<file path="src/design/vipf_pkg.sv">
// Shared types and constants for the VLAN / IPv4 range packet filter.
// Used by vipf_rule_mem and vlan_ip_range_packet_filter; no dependencies.
`default_nettype none

package vipf_pkg;

  // Command codes carried in the input tuser
  localparam logic [1:0] CMD_FRAME  = 2'd0;
  localparam logic [1:0] CMD_APPEND = 2'd1;
  localparam logic [1:0] CMD_CLEAR  = 2'd2;

  // Result status codes
  localparam logic [2:0] ST_PASS    = 3'd0;
  localparam logic [2:0] ST_DROP    = 3'd1;
  localparam logic [2:0] ST_SHORT   = 3'd2;
  localparam logic [2:0] ST_STORED  = 3'd3;
  localparam logic [2:0] ST_FULL    = 3'd4;
  localparam logic [2:0] ST_CLEARED = 3'd5;

  localparam logic [15:0] TYPE_IPV4 = 16'h0800;
  localparam logic [15:0] TYPE_VLAN = 16'h8100;

  // Byte positions within the frame
  localparam logic [5:0] POS_LIMIT    = 6'd63;
  localparam logic [5:0] POS_TYPE_HI  = 6'd12;
  localparam logic [5:0] POS_TYPE_LO  = 6'd13;
  localparam logic [5:0] POS_TAG_HI   = 6'd14;
  localparam logic [5:0] POS_TAG_LO   = 6'd15;
  localparam logic [5:0] POS_IPV4_SRC = 6'd26;
  localparam logic [5:0] POS_VLAN_SRC = 6'd30;
  localparam logic [5:0] ADDR_BYTES   = 6'd4;

  // Minimum frame lengths
  localparam logic [5:0] LEN_HEADER = 6'd14;
  localparam logic [5:0] LEN_IPV4   = 6'd34;
  localparam logic [5:0] LEN_VLAN   = 6'd38;

  typedef enum logic [1:0] {
    S_IDLE,
    S_JUDGE,
    S_READ,
    S_CMP
  } state_t;

  typedef struct packed {
    logic [15:0] vlan;
    logic [31:0] lo_addr;
    logic [31:0] hi_addr;
  } rule_t;

endpackage

`default_nettype wire

</file>
<file path="src/design/vlan_ip_range_packet_filter.sv">
// VLAN / IPv4 address range packet filter, top level.
// A command's result is registered in the cycle after the word is taken; a final
// byte's verdict without a walk (empty table, short frame, other ethertype) comes
// from S_JUDGE. Words are taken one per cycle while idle and the output is free;
// a walking final byte costs one table read and up to four comparator steps per rule.
// Reset clears the frame parser and the rule count; table contents are left as they are.
`default_nettype none

module vlan_ip_range_packet_filter
  import vipf_pkg::*;
#(
  parameter int MAX_RULES = 16
) (
  input  wire logic        clk,
  input  wire logic        rst_n,
  input  wire logic        in_tvalid,
  output logic             in_tready,
  // [7:0] frame_byte, [23:8] new_rule_vlan, [55:24] new_rule_start,
  // [87:56] new_rule_end
  input  wire logic [87:0] in_tdata,
  // [1:0] command, [2] first_of_frame
  input  wire logic [2:0]  in_tuser,
  input  wire logic        in_tlast,
  output logic             out_tvalid,
  input  wire logic        out_tready,
  // [15:0] seen_vlan
  output logic [15:0]      out_tdata,
  // [2:0] status
  output logic [2:0]       out_tuser
);

  localparam int CNT_W = $clog2(MAX_RULES + 1);
  localparam int IDX_W = (MAX_RULES > 1) ? $clog2(MAX_RULES) : 1;

  state_t state_r, state_nxt;

  logic [5:0]  pos_r, pos_nxt;
  logic [15:0] type_r, type_nxt;
  logic [15:0] vlan_r, vlan_nxt;
  logic [31:0] src_r, src_nxt;
  logic [31:0] dst_r, dst_nxt;

  logic [CNT_W-1:0] count_r, count_nxt;
  logic [IDX_W-1:0] k_r, k_nxt;
  logic [1:0]       step_r, step_nxt;
  logic             lo_ok_r, lo_ok_nxt;

  logic        out_valid_r, out_valid_nxt;
  logic [2:0]  out_status_r, out_status_nxt;
  logic [15:0] out_vlan_r, out_vlan_nxt;

  logic       in_acc, out_free, first, table_full;
  logic [1:0] cmd;
  rule_t      new_rule, rule_rd;

  logic        emit, mem_we;
  logic [2:0]  emit_status;
  logic [15:0] emit_vlan;

  // Frame parser next values
  logic [5:0]  cur_pos, base;
  logic [15:0] cur_type, cur_vlan;
  logic [31:0] cur_src, cur_dst;
  logic        has_base;
  logic [7:0]  fbyte;

  // Verdict and walk
  logic        judge_done, last_rule, vlan_ok, rule_hit, rule_end, cmp_le;
  logic [2:0]  judge_status;
  logic [15:0] seen_vlan;
  logic [31:0] cmp_a, cmp_b;

  assign cmd        = in_tuser[1:0];
  assign first      = in_tuser[2];
  assign fbyte      = in_tdata[7:0];
  assign out_free   = !out_valid_r || out_tready;
  assign in_acc     = in_tvalid && in_tready;
  assign table_full = (count_r == CNT_W'(MAX_RULES));
  assign new_rule   = '{vlan: in_tdata[23:8], lo_addr: in_tdata[55:24],
                        hi_addr: in_tdata[87:56]};

  vipf_rule_mem #(
    .DEPTH (MAX_RULES),
    .AW    (IDX_W)
  ) u_rule_mem (
    .clk   (clk),
    .we    (mem_we),
    .waddr (count_r[IDX_W-1:0]),
    .wdata (new_rule),
    .raddr (k_r),
    .rdata (rule_rd)
  );

  // Byte parser: restart on the first-of-frame mark, then take one byte
  always_comb begin
    cur_pos  = first ? '0 : pos_r;
    cur_type = first ? '0 : type_r;
    cur_vlan = first ? '0 : vlan_r;
    cur_src  = first ? '0 : src_r;
    cur_dst  = first ? '0 : dst_r;
    base     = '0;
    has_base = 1'b0;
    if (cur_pos >= POS_TAG_HI) begin
      if (cur_type == TYPE_IPV4) begin
        base     = POS_IPV4_SRC;
        has_base = 1'b1;
      end else if (cur_type == TYPE_VLAN) begin
        base     = POS_VLAN_SRC;
        has_base = 1'b1;
      end
    end

    type_nxt = cur_type;
    vlan_nxt = cur_vlan;
    src_nxt  = cur_src;
    dst_nxt  = cur_dst;
    if (cur_pos == POS_TYPE_HI || cur_pos == POS_TYPE_LO) begin
      type_nxt = {cur_type[7:0], fbyte};
    end
    if (cur_type == TYPE_VLAN && (cur_pos == POS_TAG_HI || cur_pos == POS_TAG_LO)) begin
      vlan_nxt = {cur_vlan[7:0], fbyte};
    end
    if (has_base) begin
      if (cur_pos >= base && cur_pos < base + ADDR_BYTES) begin
        src_nxt = {cur_src[23:0], fbyte};
      end else if (cur_pos >= base + ADDR_BYTES &&
                   cur_pos < base + ADDR_BYTES + ADDR_BYTES) begin
        dst_nxt = {cur_dst[23:0], fbyte};
      end
    end
    pos_nxt = (cur_pos < POS_LIMIT) ? cur_pos + 6'd1 : cur_pos;

    // Hold the frame unless a frame byte is taken
    if (!(in_acc && cmd == CMD_FRAME)) begin
      pos_nxt  = pos_r;
      type_nxt = type_r;
      vlan_nxt = vlan_r;
      src_nxt  = src_r;
      dst_nxt  = dst_r;
    end
  end

  // Verdicts settled without walking the table
  assign seen_vlan = (type_r == TYPE_VLAN) ? vlan_r : 16'd0;

  always_comb begin
    judge_done   = 1'b1;
    judge_status = ST_PASS;
    if (count_r == '0) begin
      judge_status = ST_PASS;
    end else if (pos_r < LEN_HEADER) begin
      judge_status = ST_SHORT;
    end else if (type_r == TYPE_IPV4) begin
      if (pos_r < LEN_IPV4) begin
        judge_status = ST_SHORT;
      end else begin
        judge_done = 1'b0;
      end
    end else if (type_r == TYPE_VLAN) begin
      if (pos_r < LEN_VLAN) begin
        judge_status = ST_SHORT;
      end else begin
        judge_done = 1'b0;
      end
    end else begin
      judge_status = ST_DROP;
    end
  end

  // Shared comparator: start<=src, src<=end, start<=dst, dst<=end
  always_comb begin
    case (step_r)
      2'd0: begin
        cmp_a = rule_rd.lo_addr;
        cmp_b = src_r;
      end
      2'd1: begin
        cmp_a = src_r;
        cmp_b = rule_rd.hi_addr;
      end
      2'd2: begin
        cmp_a = rule_rd.lo_addr;
        cmp_b = dst_r;
      end
      default: begin
        cmp_a = dst_r;
        cmp_b = rule_rd.hi_addr;
      end
    endcase
  end

  assign cmp_le    = (cmp_a <= cmp_b);
  assign vlan_ok   = (rule_rd.vlan == 16'd0) || (rule_rd.vlan == vlan_r);
  assign rule_hit  = vlan_ok &&
                     ((step_r == 2'd0 && rule_rd.lo_addr == 32'd0) ||
                      ((step_r == 2'd1 || step_r == 2'd3) && lo_ok_r && cmp_le));
  assign rule_end  = !vlan_ok || (step_r == 2'd3);
  assign last_rule = (CNT_W'(k_r) + CNT_W'(1)) == count_r;

  // Next state
  always_comb begin
    state_nxt = state_r;
    case (state_r)
      S_IDLE: begin
        if (in_acc && cmd == CMD_FRAME && in_tlast) begin
          state_nxt = S_JUDGE;
        end
      end
      S_JUDGE: begin
        if (out_free) begin
          state_nxt = judge_done ? S_IDLE : S_READ;
        end
      end
      S_READ: begin
        state_nxt = S_CMP;
      end
      S_CMP: begin
        if (out_free) begin
          if (rule_hit) begin
            state_nxt = S_IDLE;
          end else if (rule_end) begin
            state_nxt = last_rule ? S_IDLE : S_READ;
          end
        end
      end
      default: begin
        state_nxt = S_IDLE;
      end
    endcase
  end

  // Control outputs
  always_comb begin
    in_tready   = 1'b0;
    emit        = 1'b0;
    emit_status = ST_PASS;
    emit_vlan   = 16'd0;
    mem_we      = 1'b0;
    case (state_r)
      S_IDLE: begin
        in_tready = out_free;
        if (in_acc) begin
          case (cmd)
            CMD_APPEND: begin
              emit        = 1'b1;
              emit_status = table_full ? ST_FULL : ST_STORED;
              mem_we      = !table_full;
            end
            CMD_CLEAR: begin
              emit        = 1'b1;
              emit_status = ST_CLEARED;
            end
            default: begin
              emit = 1'b0;
            end
          endcase
        end
      end
      S_JUDGE: begin
        if (out_free && judge_done) begin
          emit        = 1'b1;
          emit_status = judge_status;
          emit_vlan   = seen_vlan;
        end
      end
      S_CMP: begin
        if (out_free && (rule_hit || (rule_end && last_rule))) begin
          emit        = 1'b1;
          emit_status = rule_hit ? ST_PASS : ST_DROP;
          emit_vlan   = seen_vlan;
        end
      end
      default: begin
        emit = 1'b0;
      end
    endcase
  end

  // Walk counters, rule count and output word
  always_comb begin
    count_nxt = count_r;
    if (in_acc && cmd == CMD_APPEND && !table_full) begin
      count_nxt = count_r + CNT_W'(1);
    end else if (in_acc && cmd == CMD_CLEAR) begin
      count_nxt = '0;
    end

    k_nxt     = k_r;
    step_nxt  = '0;
    lo_ok_nxt = lo_ok_r;
    if (state_r == S_JUDGE) begin
      k_nxt = '0;
    end else if (state_r == S_CMP && out_free) begin
      step_nxt = step_r + 2'd1;
      if (step_r == 2'd0 || step_r == 2'd2) begin
        lo_ok_nxt = cmp_le;
      end
      if (rule_end && !rule_hit) begin
        k_nxt = k_r + IDX_W'(1);
      end
    end else if (state_r == S_CMP) begin
      step_nxt = step_r;
    end

    out_valid_nxt  = out_valid_r;
    out_status_nxt = out_status_r;
    out_vlan_nxt   = out_vlan_r;
    if (emit) begin
      out_valid_nxt  = 1'b1;
      out_status_nxt = emit_status;
      out_vlan_nxt   = emit_vlan;
    end else if (out_tready) begin
      out_valid_nxt = 1'b0;
    end
  end

  always_ff @(posedge clk) begin
    if (!rst_n) begin
      state_r     <= S_IDLE;
      pos_r       <= '0;
      type_r      <= '0;
      vlan_r      <= '0;
      src_r       <= '0;
      dst_r       <= '0;
      count_r     <= '0;
      out_valid_r <= 1'b0;
    end else begin
      state_r     <= state_nxt;
      pos_r       <= pos_nxt;
      type_r      <= type_nxt;
      vlan_r      <= vlan_nxt;
      src_r       <= src_nxt;
      dst_r       <= dst_nxt;
      count_r     <= count_nxt;
      out_valid_r <= out_valid_nxt;
    end
  end

  always_ff @(posedge clk) begin
    k_r          <= k_nxt;
    step_r       <= step_nxt;
    lo_ok_r      <= lo_ok_nxt;
    out_status_r <= out_status_nxt;
    out_vlan_r   <= out_vlan_nxt;
  end

  assign out_tvalid = out_valid_r;
  assign out_tuser  = out_status_r;
  assign out_tdata  = out_vlan_r;

  // The walk only ever compares stored rules
  a_walk_in_table: assert property (@(posedge clk) disable iff (!rst_n)
    (state_r == S_CMP) |-> (CNT_W'(k_r) < count_r))
    else $error("rule walk beyond stored rules");

  a_count_bound: assert property (@(posedge clk) disable iff (!rst_n)
    count_r <= CNT_W'(MAX_RULES))
    else $error("rule count above table depth");

  a_clear: assert property (@(posedge clk) disable iff (!rst_n)
    (in_tvalid && in_tready && in_tuser[1:0] == CMD_CLEAR) |=> (count_r == '0))
    else $error("clear left rules in the table");

  a_append: assert property (@(posedge clk) disable iff (!rst_n)
    (in_tvalid && in_tready && in_tuser[1:0] == CMD_APPEND && !table_full)
      |=> (count_r == $past(count_r) + CNT_W'(1)))
    else $error("append did not advance rule count");

endmodule

`default_nettype wire

</file>
<file path="src/design/vipf_rule_mem.sv">
// Rule table storage: one write port, one read port with registered data.
// Depends on vipf_pkg for the rule_t entry layout.
`default_nettype none

module vipf_rule_mem
  import vipf_pkg::*;
#(
  parameter int DEPTH = 16,
  parameter int AW    = 4
) (
  input  wire logic          clk,
  input  wire logic          we,
  input  wire logic [AW-1:0] waddr,
  input  wire rule_t         wdata,
  input  wire logic [AW-1:0] raddr,
  output rule_t              rdata
);

  rule_t mem [DEPTH];

  always_ff @(posedge clk) begin
    if (we) begin
      mem[waddr] <= wdata;
    end
  end

  always_ff @(posedge clk) begin
    rdata <= mem[raddr];
  end

endmodule

`default_nettype wire
</file>
<file path="config.mk">
export PLATFORM = sky130hd
export DESIGN_NAME = vlan_ip_range_packet_filter
export DESIGN_NICKNAME = d
export VERILOG_FILES = /design/src/design/vipf_pkg.sv /design/src/design/vlan_ip_range_packet_filter.sv /design/src/design/vipf_rule_mem.sv
export SDC_FILE = /design/constraint.sdc
export NUM_CORES = 2
export LEC_CHECK = 0
export ABC_AREA = 1
export BUFFER_PORTS_ARGS = -buffer_cell sky130_fd_sc_hd__buf_4
export CORE_MARGIN = 3
export CORE_UTILIZATION = 61
export DETAILED_ROUTE_END_ITERATION = 16
export PLACE_DENSITY = 0.78
export SETUP_SLACK_MARGIN = 0.5
export SLEW_MARGIN = 15
export SYNTH_ARGS = -nofsm -noshare
export SYNTH_HDL_FRONTEND = slang
export SYNTH_SLANG_ARGS = --single-unit
</file>
<file path="constraint.sdc">
create_clock -name clk -period 10 [get_ports clk]
set_input_delay 2 -clock clk [delete_from_list [all_inputs] [get_ports clk]]
set_output_delay 2 -clock clk [all_outputs]
set_load 0.01 [all_outputs]
</file>
Yosys cells after proc, flatten, opt, wreduce, memory -nomap -nowiden --
Memory sizes are Yosys's and may differ from the RTL's. A register that Yosys moved wholly into a read port is not among the register bits. Index checks and enable logic that the tools add are counted. Widths: inputs -> output; s select.
Storage, ports and cells: register bits after elaboration 136, memories 1, bits of input ports 96, RAM bits 1280, output and inout bits 21
Memory list:
- u_rule_mem.mem | depth 16, width 80, read ports 1, clocked after Yosys merged registers in 1, write ports 1, line vipf_rule_mem.sv:19 | rule_t mem [DEPTH];
Cells by class: reduce and logical (&&, ||, !) cells 46, bitwise logic cells 1, equal/unequal tests 24, add/subtract/negate cells 7, magnitude comparators 10, multiplexer cells 69
Operators with widths (number):
- $mux 32 | 7
- $pmux 32 s2 | 2
- $mux 16 | 7
- $eq 16x12->1 const B | 2
- $eq 16x16->1 const B | 2
- $le 32x32->1 | 1
- $logic_not 32->1 | 1
- $pmux 16 s2 | 1
- $mux 5 | 5
- $eq 6x4->1 const B | 4
- $mux 1 | 23
- $mux 2 | 11
- $mux 3 | 7
- $logic_and 1x1->1 | 18
- $lt 6x6->1 const B | 3
- $eq 16x16->1 | 1
- $logic_not 16->1 | 1
- $add 6x3->6 const B | 2
- $ge 6x6->1 | 2
- $lt 6x6->1 | 2
- $mux 6 | 2
- $eq 2x2->1 const B | 5
- $logic_or 1x1->1 | 9
- $pmux 3 s3 | 1
- 25 further kinds | 38

Longest topological paths before layout --
depth after elaboration 12, gate-level depth with buffers 30, mapped depth without buffers 28

Hierarchy --
A second synthesis with hierarchy kept.
Unflattened totals: cell total of the unflattened synthesis 6733, area total of the unflattened synthesis 65963.3 um2
Modules (own cells, without submodules):
- vipf_rule_mem | area an instance 56178.9 um2, cells each 5257, times used 1, seq. area each 40038.4 um2
- vlan_ip_range_packet_filter | area an instance 9784.4 um2, cells each 1476, times used 1, seq. area each 2922.8 um2

Worst setup path before layout --
OpenSTA, ideal clock, no wires.
path type input to register, from input out_tready, to memory u_rule_mem.mem[0][0] in the netlist's numbering (enable), required time 9.481 ns, arrival time 6.150 ns, path slack 3.331 ns, path buffers 0, cell stages on the path 8, path through nor2_1 > nor2_1 > nand2_1 > inv_2 > nand3_1 > inv_2 > nand2_1 > nor2_1
Between the ends: longest elaborated chain between the ends 7
Ends and longest elaborated chain:
- start, declared | line vlan_ip_range_packet_filter.sv:25 | input wire logic out_tready,
- $logic_or 1x1->1 | line vlan_ip_range_packet_filter.sv:76 | assign out_free = !out_valid_r || out_tready;
- $mux 1 | line vlan_ip_range_packet_filter.sv:239 | case (state_r)
- net in_tready | line vlan_ip_range_packet_filter.sv:17 | output logic in_tready,
- $logic_and 1x1->1 | line vlan_ip_range_packet_filter.sv:77 | assign in_acc = in_tvalid && in_tready;
- $mux 1 | line vlan_ip_range_packet_filter.sv:242 | if (in_acc) begin
- $mux 1 | line vlan_ip_range_packet_filter.sv:239
- $mux 1 | line vipf_rule_mem.sv:22 | if (we) begin
- $mux 1 (implied by the code) | line vipf_rule_mem.sv:23 | mem[waddr] <= wdata;
- end, declared | line vipf_rule_mem.sv:19
The timed path passes the listed nets, and every way through them passes these cells.

Worst setup path in the final report --
from input in_tuser[2], to register dst_r[3]
Between the ends: longest elaborated chain between the ends 12, elaborated cells on any way between the ends 23
Ends and longest elaborated chain:
- start, declared | line vlan_ip_range_packet_filter.sv:22 | input wire logic [2:0] in_tuser,
- $mux 16 | line vlan_ip_range_packet_filter.sv:97 | cur_type = first ? '0 : type_r;
- $eq 16x16->1 | line vlan_ip_range_packet_filter.sv:107 | end else if (cur_type == TYPE_VLAN) begin
- $mux 5 | line vlan_ip_range_packet_filter.sv:107
- $mux 5 | line vlan_ip_range_packet_filter.sv:104 | if (cur_type == TYPE_IPV4) begin
- $mux 5 | line vlan_ip_range_packet_filter.sv:103 | if (cur_pos >= POS_TAG_HI) begin
- $add 6x3->6 | line vlan_ip_range_packet_filter.sv:124, vlan_ip_range_packet_filter.sv:126, vlan_ip_range_packet_filter.sv:127
- $add 6x3->6 | line vlan_ip_range_packet_filter.sv:127 | cur_pos < base + ADDR_BYTES + ADDR_BYTES) begin
- $lt 6x6->1 | line vlan_ip_range_packet_filter.sv:127
- $logic_and 1x1->1 | line vlan_ip_range_packet_filter.sv:126 | end else if (cur_pos >= base + ADDR_BYTES &&
- $mux 32 | line vlan_ip_range_packet_filter.sv:126
- $mux 32 | line vlan_ip_range_packet_filter.sv:124 | if (cur_pos >= base && cur_pos < base + ADDR_BYTES) begin
- $mux 32 (*) | line vlan_ip_range_packet_filter.sv:123 | if (has_base) begin
- end signal, assigned | line vlan_ip_range_packet_filter.sv:333 | dst_r <= dst_nxt;
- end, declared | line vlan_ip_range_packet_filter.sv:41 | logic [31:0] dst_r, dst_nxt;
Every way passes the cells marked *; elsewhere a longest branch is shown, timed or not. A chain may end at the register's enable or synchronous reset.

==> qor.yml <==
clocking:
  cts-htree-levels: 4
  cts.repair.resized: 0
  cts_hold_buf: 0
  clock_path_buffers: 3
  clk_latency_ps: 770
  cts_made_buffers: 149
  root_buffer: "clkbuf_16"
  cts_setup_buffers: 0
  clock_sinks: 1496
  cts_tree: "built"
  cts.clk_slew.worst_paths_ps: 60
yosys:
  synthTopCellsByArea: "edfxtp_1 65%, o21ai_0 6.9%, dfxtp_1 6.5%"
  yosys_warnings: 0
  synth_nets: 5259
  yosysSeqAreaShare_pct: 71.2
  synth_cell_type_count: 51
  synth_edf_count: 1300
  synthArstFlopShare_pct: 0
  synth.top_cell.area_share_pct: 64.7
  syn_area_mm2: 0.0604
  netlist_instances: 5102
  yosysTopAreaCell: "edfxtp_1"
  synth_area_per_cell_um2: 11.8
  synth-seq-cells: 1496
  ys.flop_type: "edfxtp_1"
grt:
  antenna_found_initial: 11
  grt.overflow.total: 0
  grt_pass1_vias: 39600
  grt_max_degree: 220
  track_usage_pct: 30.7
  grt_pass1_wl_mm: 239
sta:
  worst_slew_pin_slew_ps: 1170
  finalHoldViolations: 0
  setup_viol: 0
  max_freq_mhz: 158
  drv_slew: 0
  fin_setup_tns_ps: 0
  max-slew-margin-rel_pct: 22.1
  fin_crit_sh_pct: 63.4
  finalCriticalPeriod_ps: 6340
  finClkSkew_ps: 25.9
  layout_setup_ws_ps: 3660
  rsz0062_at_grt: "false"
route:
  ant_nets: 0
  detail_route.iter0.violations: 6752
  wire_per_inst_um: 24.7
  vias_per_cell: 6.51
  routed_wirelength_mm: 160
  drcViolationCount: 0
  dr_total_vias: 42200
  drtPass1Iterations: 6
place:
  place_ws_ps: 3090
  io_buffers: 116
  dp.final_hpwl_mm: 81.8
  place_inst: 6205
  gp_congestion: 0.938
floorplanning:
  num_rows: 114
  ioPinCount: 117
  die_h_um: 321
  dieArea_mm2: 0.103
  core_area_mm2: 0.0974
  initial_core_util_pct: 62.0
  die_w_um: 321
power:
  power_density_mw_per_mm2: 193
  leakagePower_nw: 23.0
  vdd_ir_drop_max_mv: 0.201
  fin_total_pwr_mw: 12.9
critical_path:
  crit_fanout: 33
  cp-start-kind: "primary input"
  critical_path_required_ps: 10680
  arrival_ps: 7020
  crit_path_end_kind: "flip-flop"
  crit_type: "in2reg"
cells_and_area:
  finalNetCount: 5237
  final_cells: 6489
  final_cell_mix: "1300 x edfxtp_1, 883 x nor2_1, 835 x o21ai_0, 400 x o22ai_1, 310 x nand2_1"
  final_common_cell: "edfxtp_1"
  syn2layout_area_growth_pct: 11.0
  nFillCells: 6620
  drive_gt1_share_pct: 8.40
run:
  drv_cap: 0
min_path:
  hold_path_class: "reg2reg"
status:
  status: "finished clean"
==> worst paths after layout <==
check                                             from                 endpoint  slack, ps  cells after the start
worst max-delay path                       in_tuser[2]    dst_r[3]$_SDFFE_PN0P_       3660                     22
worst min-delay path            dst_r[19]$_SDFFE_PN0P_   dst_r[19]$_SDFFE_PN0P_        470                      2
worst max register to register  step_r[0]$_SDFFE_PP0P_  out_tdata[14]$_DFFE_PP_       4750                     22
worst min register to register  dst_r[19]$_SDFFE_PN0P_   dst_r[19]$_SDFFE_PN0P_        470                      2
==> registers in the layout, indices dropped and copies added, names as in the netlist, 3 cells and up <==
| register | count |
|---|---|
| u_rule_mem.mem | 1280 |
| u_rule_mem.rdata | 80 |
| dst_r | 32 |
| src_r | 32 |
| out_tdata | 16 |
| type_r | 16 |
| vlan_r | 16 |
| pos_r | 6 |
| count_r | 5 |
| k_r | 4 |
| out_tuser | 3 |
==> per-stage QoR <==
| step | util (%) | hold WS, ps | instance area (um2) |
|---|---|---|---|
| after floorplan | - | 445 | 60400 |
| after global placement | 63.8 | 451 | 62200 |
| after detailed placement | 63.8 | 455 | 62200 |
| after CTS | 68.8 | 464 | 67000 |
| after global routing | 68.8 | 483 | 67000 |
| final | 68.8 | 467 | 67000 |
==> kinds of logic after synthesis <==
family | synth area share [%]
and+or+nand+nor | 9.08
buffers and inverters | 3.56
AOI/OAI and AO/OA | 14.7
adders and majority gates | 1.26
xor gates and xnor gates | 0.290
DFF | 71.2
==> synthesized netlist by cell type, types with 2 or more instances <==
master    instances
edfxtp_1       1300
nor2_1          900
o21ai_0         835
o22ai_1         400
nand2_1         311
clkbuf_1        310
a21oi_1         238
dfxtp_1         196
inv_1           196
nand3_1          78
ha_1             61
a22oi_1          33
o31ai_1          23
o211ai_1         22
a221oi_1         19
nand4_1          19
buf_1            18
nor3_1           17
nor4_1           13
a31oi_1          12
xor2_1           12
buf_2            10
nor3b_1          10
inv_2             8
xnor2_1           8
buf_6             6
buf_4             4
nor2_2            4
o21ai_2           4
and3_1            3
nand2_2           3
nor2_4            3
o21a_1            3
or2_2             3
a21o_1            2
clkinv_1          2
o21ai_1           2
==> critical path: stages <==
cell	delay, ps
buf_4	210
inv_2	490
nand2_1	280
inv_1	150
ha_1	150
inv_1	50
o22ai_1	260
nand2_1	90
or2_4	340
inv_1	150
ha_1	280
ha_1	320
a21oi_1	180
o21ai_0	90
a21oi_1	250
nand2_2	300
and3_1	250
nand2_2	410
inv_2	330
nand2_1	150
nand3_1	80
a21oi_1	180
==> power breakdown <==
| part | switching (mW) | total [mW] | leakage, nW | internal, mW |
|---|---|---|---|---|
| clock network | 2.35 | 5.48 | 2.33 | 3.13 |
| registers | 0.0784 | 6.93 | 13.3 | 6.85 |
| logic | 0.374 | 0.532 | 7.33 | 0.158 |
==> layer usage <==
metal | global-route usage (%) | vias to the layer above | part of all wire [%]
li1 | - | 18600 | -
met1 | 43.8 | 20300 | 38
met2 | 46.3 | 2876 | 46
met3 | 6.40 | 420 | 12
met4 | 13.4 | 2 | 3.9
met5 | 0 | - | 0.0081
==> cell type report <==
type                       instances  area [um2]  area share, %
antenna                            9        22.5         0.0336
clock buffer                     212        4130           6.16
clock inverter                    63         688           1.03
inverter                         206         796           1.19
multi-input combinational       3052       15400           23.0
sequential                      1496       43000           64.1
tap                             1276        1600           2.38
timing repair buffer             175        1400           2.09
No activity file was read; power rests on OpenSTA's default activity.
